[src/assert_macros.svh]
// Assertion helpers shared by the sampler RTL.
// Each macro builds one labeled concurrent assertion on the rising clock edge.
// The check is switched off while the active-low reset is asserted.
`ifndef ASSERT_MACROS_SVH
`define ASSERT_MACROS_SVH

// The property must hold at every clock edge out of reset.
`define CBS_ASSERT(label, clk, rst_n, prop, msg) \
    label: assert property (@(posedge clk) disable iff (!rst_n) prop) else $error(msg);

// The expression must never be true at a clock edge out of reset.
`define CBS_NEVER(label, clk, rst_n, expr, msg) \
    label: assert property (@(posedge clk) disable iff (!rst_n) !(expr)) else $error(msg);

`endif

[src/cbs_pkg.sv]
// ----------------------------------------------------------------------------
// cbs_pkg
// Types, constants and helpers shared by the cubic Bezier sampler modules.
// ----------------------------------------------------------------------------
`timescale 1ns / 1ps

package cbs_pkg;

    localparam int MAX_SEGMENTS = 64;
    localparam int SEG_W        = 7;
    localparam int T_W          = 17;
    localparam int COORD_W      = 32;
    localparam int DIV_CNT_W    = $clog2(T_W + 1);

    localparam logic [SEG_W-1:0] SEG_MIN   = 7'd1;
    localparam logic [SEG_W-1:0] SEG_MAX   = SEG_W'(MAX_SEGMENTS);
    localparam logic [SEG_W-1:0] SEG_RESET = 7'd16;

    // 1.0 in unsigned Q1.16.
    localparam logic [T_W-1:0] ONE_Q16 = 17'h10000;

    // Step size for the reset segment count: 65536 / 16.
    localparam logic [T_W-1:0]   RESET_QUOT = 17'd4096;
    localparam logic [SEG_W-1:0] RESET_REM  = 7'd0;

    typedef struct packed {
        logic signed [COORD_W-1:0] start_x;
        logic signed [COORD_W-1:0] start_y;
        logic signed [COORD_W-1:0] ctrl_a_x;
        logic signed [COORD_W-1:0] ctrl_a_y;
        logic signed [COORD_W-1:0] ctrl_b_x;
        logic signed [COORD_W-1:0] ctrl_b_y;
        logic signed [COORD_W-1:0] end_x;
        logic signed [COORD_W-1:0] end_y;
    } curve_t;

    typedef struct packed {
        logic signed [COORD_W-1:0] point_x;
        logic signed [COORD_W-1:0] point_y;
        logic                      last_point;
    } point_t;

    // One curve parameter value on its way into the evaluator.
    typedef struct packed {
        logic           valid;
        logic           last;
        logic [T_W-1:0] t;
    } sample_t;

    // Status of the serial divider that forms 65536 / segments.
    typedef struct packed {
        logic             busy;
        logic [T_W-1:0]   quotient;
        logic [SEG_W-1:0] remainder;
    } div_stat_t;

    function automatic logic [SEG_W-1:0] clamp_segments(input logic [SEG_W-1:0] v);
        logic [SEG_W-1:0] r;
        r = v;
        if (v == '0)
            r = SEG_MIN;
        else if (v > SEG_MAX)
            r = SEG_MAX;
        return r;
    endfunction

endpackage

[src/cbs_divider.sv]
// ----------------------------------------------------------------------------
// cbs_divider
// Restoring divider, one quotient bit per cycle, that forms 65536 / segments.
// ----------------------------------------------------------------------------
`timescale 1ns / 1ps

module cbs_divider
    import cbs_pkg::*;
(
    input  logic             clk,
    input  logic             rst_n,
    input  logic             start,
    input  logic [SEG_W-1:0] divisor,
    output div_stat_t        stat
);

    logic [SEG_W-1:0]     rem_reg;
    logic [T_W-1:0]       quo_reg;
    logic [DIV_CNT_W-1:0] cnt_reg;
    logic [SEG_W-1:0]     div_reg;

    logic [SEG_W:0]   trial;
    logic [SEG_W:0]   diff;
    logic             ge;
    logic [SEG_W-1:0] rem_next;

    // The quotient register starts out holding the dividend and shifts the
    // quotient bits in from the bottom as the dividend bits leave the top.
    assign trial    = {rem_reg, quo_reg[T_W-1]};
    assign ge       = trial >= {1'b0, div_reg};
    assign diff     = trial - {1'b0, div_reg};
    assign rem_next = ge ? diff[SEG_W-1:0] : trial[SEG_W-1:0];

    always_ff @(posedge clk or negedge rst_n)
    begin
        if (!rst_n)
        begin
            rem_reg <= RESET_REM;
            quo_reg <= RESET_QUOT;
            cnt_reg <= '0;
            div_reg <= SEG_RESET;
        end
        else if (start)
        begin
            rem_reg <= '0;
            quo_reg <= ONE_Q16;
            cnt_reg <= DIV_CNT_W'(T_W);
            div_reg <= divisor;
        end
        else if (cnt_reg != '0)
        begin
            rem_reg <= rem_next;
            quo_reg <= {quo_reg[T_W-2:0], ge};
            cnt_reg <= cnt_reg - 1'b1;
        end
    end

    assign stat.busy      = cnt_reg != '0;
    assign stat.quotient  = quo_reg;
    assign stat.remainder = rem_reg;

endmodule

[config.mk]
export PLATFORM = sky130hd
export DESIGN_NAME = cbs_divider
export DESIGN_NICKNAME = d
export VERILOG_FILES = /design/src/assert_macros.svh /design/src/cbs_pkg.sv /design/src/cbs_divider.sv
export SDC_FILE = /design/constraint.sdc
export NUM_CORES = 1
export LEC_CHECK = 0
export ABC_AREA = 1
export CAP_MARGIN = 10
export CORE_ASPECT_RATIO = 1.5
export CORE_MARGIN = 2
export CORE_UTILIZATION = 51
export DETAILED_ROUTE_END_ITERATION = 7
export DONT_BUFFER_PORTS = 1
export PLACE_DENSITY_LB_ADDON = 0.3
export SYNTH_ARGS = -nofsm -noshare
export SYNTH_HDL_FRONTEND = slang
export SYNTH_SLANG_ARGS = --single-unit
[constraint.sdc]
create_clock -name clk -period 4.88 [get_ports clk]
set_input_delay 0.976 -clock clk [delete_from_list [all_inputs] [get_ports clk]]
set_output_delay 0.976 -clock clk [all_outputs]
set_load 0.1 [all_outputs]
==> impl_metrics.csv <==
group,metric,value,unit
layout,largest_reg_flops,17,
clock_tree,hold_buffers,0,
synthesis,netlist_instances,226,
clock_tree,cts_tree,"done",
timing,timing.fmax,379,MHz
timing,maxSlewViolCount,0,
synthesis,synth_area,0.00198,mm2
pwr,irDropWorstVdd,0.330,mV
layout,num-fill-cells,332,
grt,grt_pass1_vias,1438,
pwr,leakagePower,1.05,nW
place,io_buffers,0,
floorplan,core,0.00368,mm2
clock_tree,numCtsBuffers,5,
synthesis,synthArstFlopShare,100,%
layout,syn_to_final_growth,6.27,%
route,vias,1454,
timing,rsz0062_at_grt,"false",
timing,hold_viol,0,
floorplan,fp.dieArea,0.00440,mm2
place,gp_congestion,0.872,
route,wl,3780,um
route,dr.pass1.iters,4,
clock_tree,clk_pin_slew,80,ps
layout,fin_area,0.00210,mm2
worst_setup_path,timing.rr.start,"quo_reg[16]",
clock_tree,root_buffer,"clkbuf_8",
synthesis,synth_edf_count,0,
clock_tree,worstSkewPairLatency,290,ps
timing,timing.final.crit_period,2640,ps
floorplan,initial_core_util,53.7,%
worst_setup_path,critPathKind,"reg -> reg",
timing,tns,0,ps
worst_setup_path,path_cells,"inv_1 > ha_1 > fa_1 > inv_1 > nand2_1 > nand2_1 > nand3_1 > nand3_4 > nand3_1 > nand2_1 > nand2_1",
job,maxCapViolations,0,
route,drt_iter0_drc,31,
synthesis,synth_cell_types,37,
worst_setup_path,reg2regPathDepth,11,
synthesis,syn_nets,246,
worst_setup_path,start_kind,"register",
layout,layout.nets,249,
synthesis,yosys_warnings,0,
route,post_drt_wl_per_cell,13.8,um
worst_setup_path,r2r_setup_slack,2240,ps
timing,finalCritPeriodShare,54.1,%
layout,final_cell_mix,"nand2_1 (60), inv_1 (41), dfrtp_1 (34), nand3_1 (18), o22ai_2 (10)",
status,status,"finished, final reports clean",
timing,maxSlewHeadroom,34.5,%
worst_setup_path,cpPeakStageDelay,940,ps
grt,grt_max_degree,37,
grt,gr-total-overflow,0,
worst_setup_path,cp_max_fo,8,
pwr,powerDensity,630,mW/mm2
grt,grt_pass1_wl,6530,um
timing,setup_viol,0,
floorplan,die_y,80.3,um
hold_path,holdCritPathClass,"in -> async",
place,placed_area,0.00200,mm2
synthesis,synth_flop_cell,"dfrtp_1",
route,vias_per_cell,5.33,
timing,worst_pin_slew,983,ps
clock_tree,cts_resized,0,
clock_tree,htree_num_levels,2,
worst_setup_path,r2r_end,"rem_reg[5]",
grt,antenna_found_initial,0,
floorplan,die_w,54.8,um
synthesis,avgSynthCellArea,8.75,um2
timing,skew,3.01,ps
synthesis,ys_ff_latch,36,
floorplan,rows,27,
worst_setup_path,cp_data_required_time,5070,ps
route,ant_nets,0,
layout,layout_commonest_cell,"nand2_1",
place,hpwl,2770,um
layout,diodes,0,
clock_tree,cts_sinks,36,
clock_tree,cts_setup_buffers,0,
worst_setup_path,worstSetupEndpointType,"register",
worst_setup_path,cp_data_arrival_time,2830,ps
grt,grt_util_all_layers,20.5,%
worst_setup_path,slowest_stage,"dfrtp_1",
synthesis,synth-seq-area-share,45.7,%
layout,postLayoutCoreUtil,57.1,%
route,post-route-drc-count,0,
floorplan,pin_count,35,
worst_setup_path,path_common_cell,"nand2_1",
clock_tree,clk_path_buf_depth,2,
layout,drive_gt1_share,15.7,%
[metrics by stage]
stage / total power, W / setup slack [ps] / instances / hold WS [ps]
finish: 0.00132 / 2240 / 273 / 370
global route: 0.00142 / 2030 / 273 / 359
global placement: 0.00109 / 2300 / 265 / 475
CTS: 0.00133 / 2230 / 273 / 362
floorplan: 0.00102 / 2460 / 226 / 446
detailed placement: 0.00110 / 2240 / 265 / 469
[cell usage after synthesis, drive strengths merged, types with 2 or more instances]
master / count / area share [%]
ha: 9 / 5.7
inv: 48 / 9.2
nor2: 5 / 1.9
xor2: 2 / 0.89
a21oi: 3 / 1.3
o21ai: 9 / 2.3
o22ai: 16 / 8.2
or2: 2 / 0.76
nand3b: 2 / 1.4
nand2: 63 / 13
buf: 3 / 1.2
dfrtp: 34 / 43
dfstp: 2 / 2.7
nand3: 19 / 5.4
[cell type report]
class / instances / area, um2 / area share (%)
tap: 43 / 53.8 / 2.56
clock inverter: 2 / 15.0 / 0.715
clock buffer: 6 / 82.6 / 3.93
sequential: 36 / 903 / 43.0
inverter: 49 / 186 / 8.87
multi-input combinational: 137 / 860 / 40.9
[per-layer routing]
metal / wire [um] / share of wire, % / global-route usage [%]
met5: 0 / 0 / 0
met3: 139 / 3.7 / 4.65
met4: 95 / 2.5 / 9.75
met1: 1590 / 42 / 24.0
met2: 1960 / 52 / 33.9
[how the worst max path moves through the flow]
stage / from / end / slack [ps]
6_report: quo_reg[16] / rem_reg[5] / 2240
5_1_grt: quo_reg[16] / rem_reg[4] / 2030
4_1_cts: quo_reg[16] / rem_reg[5] / 2230
3_5_place_dp: quo_reg[16] / rem_reg[5] / 2240
3_3_place_gp: quo_reg[16] / rem_reg[5] / 2300
2_1_floorplan: quo_reg[16] / rem_reg[5] / 2460
[cell families after synthesis]
| logic type | count (synthesis) | synth area share, % |
|---|---|---|
| compound gates | 31 | 12.9 |
| xor+xnor | 2 | 0.886 |
| fa+ha+maj | 10 | 6.71 |
| buf+inv | 53 | 10.8 |
| flops | 36 | 45.7 |
| simple gates | 94 | 23.0 |
[power by group]
part	total, W	switching, W	internal, W
Combinational	0.000455	0.000285	0.000170
Sequential	0.000640	0.000289	0.000351
Clock	0.000229	0.000114	0.000114
Total	0.00132	0.000688	0.000635
[worst max-delay path: cells and delay by family, from the launching register on]
family,cells,cell delay (ps)
AND/OR/NAND/NOR,7,610
flip-flops,1,940
buffers and inverters,2,280
adder cells (fa/ha/maj),2,700
(Power assumes the default switching activity.)
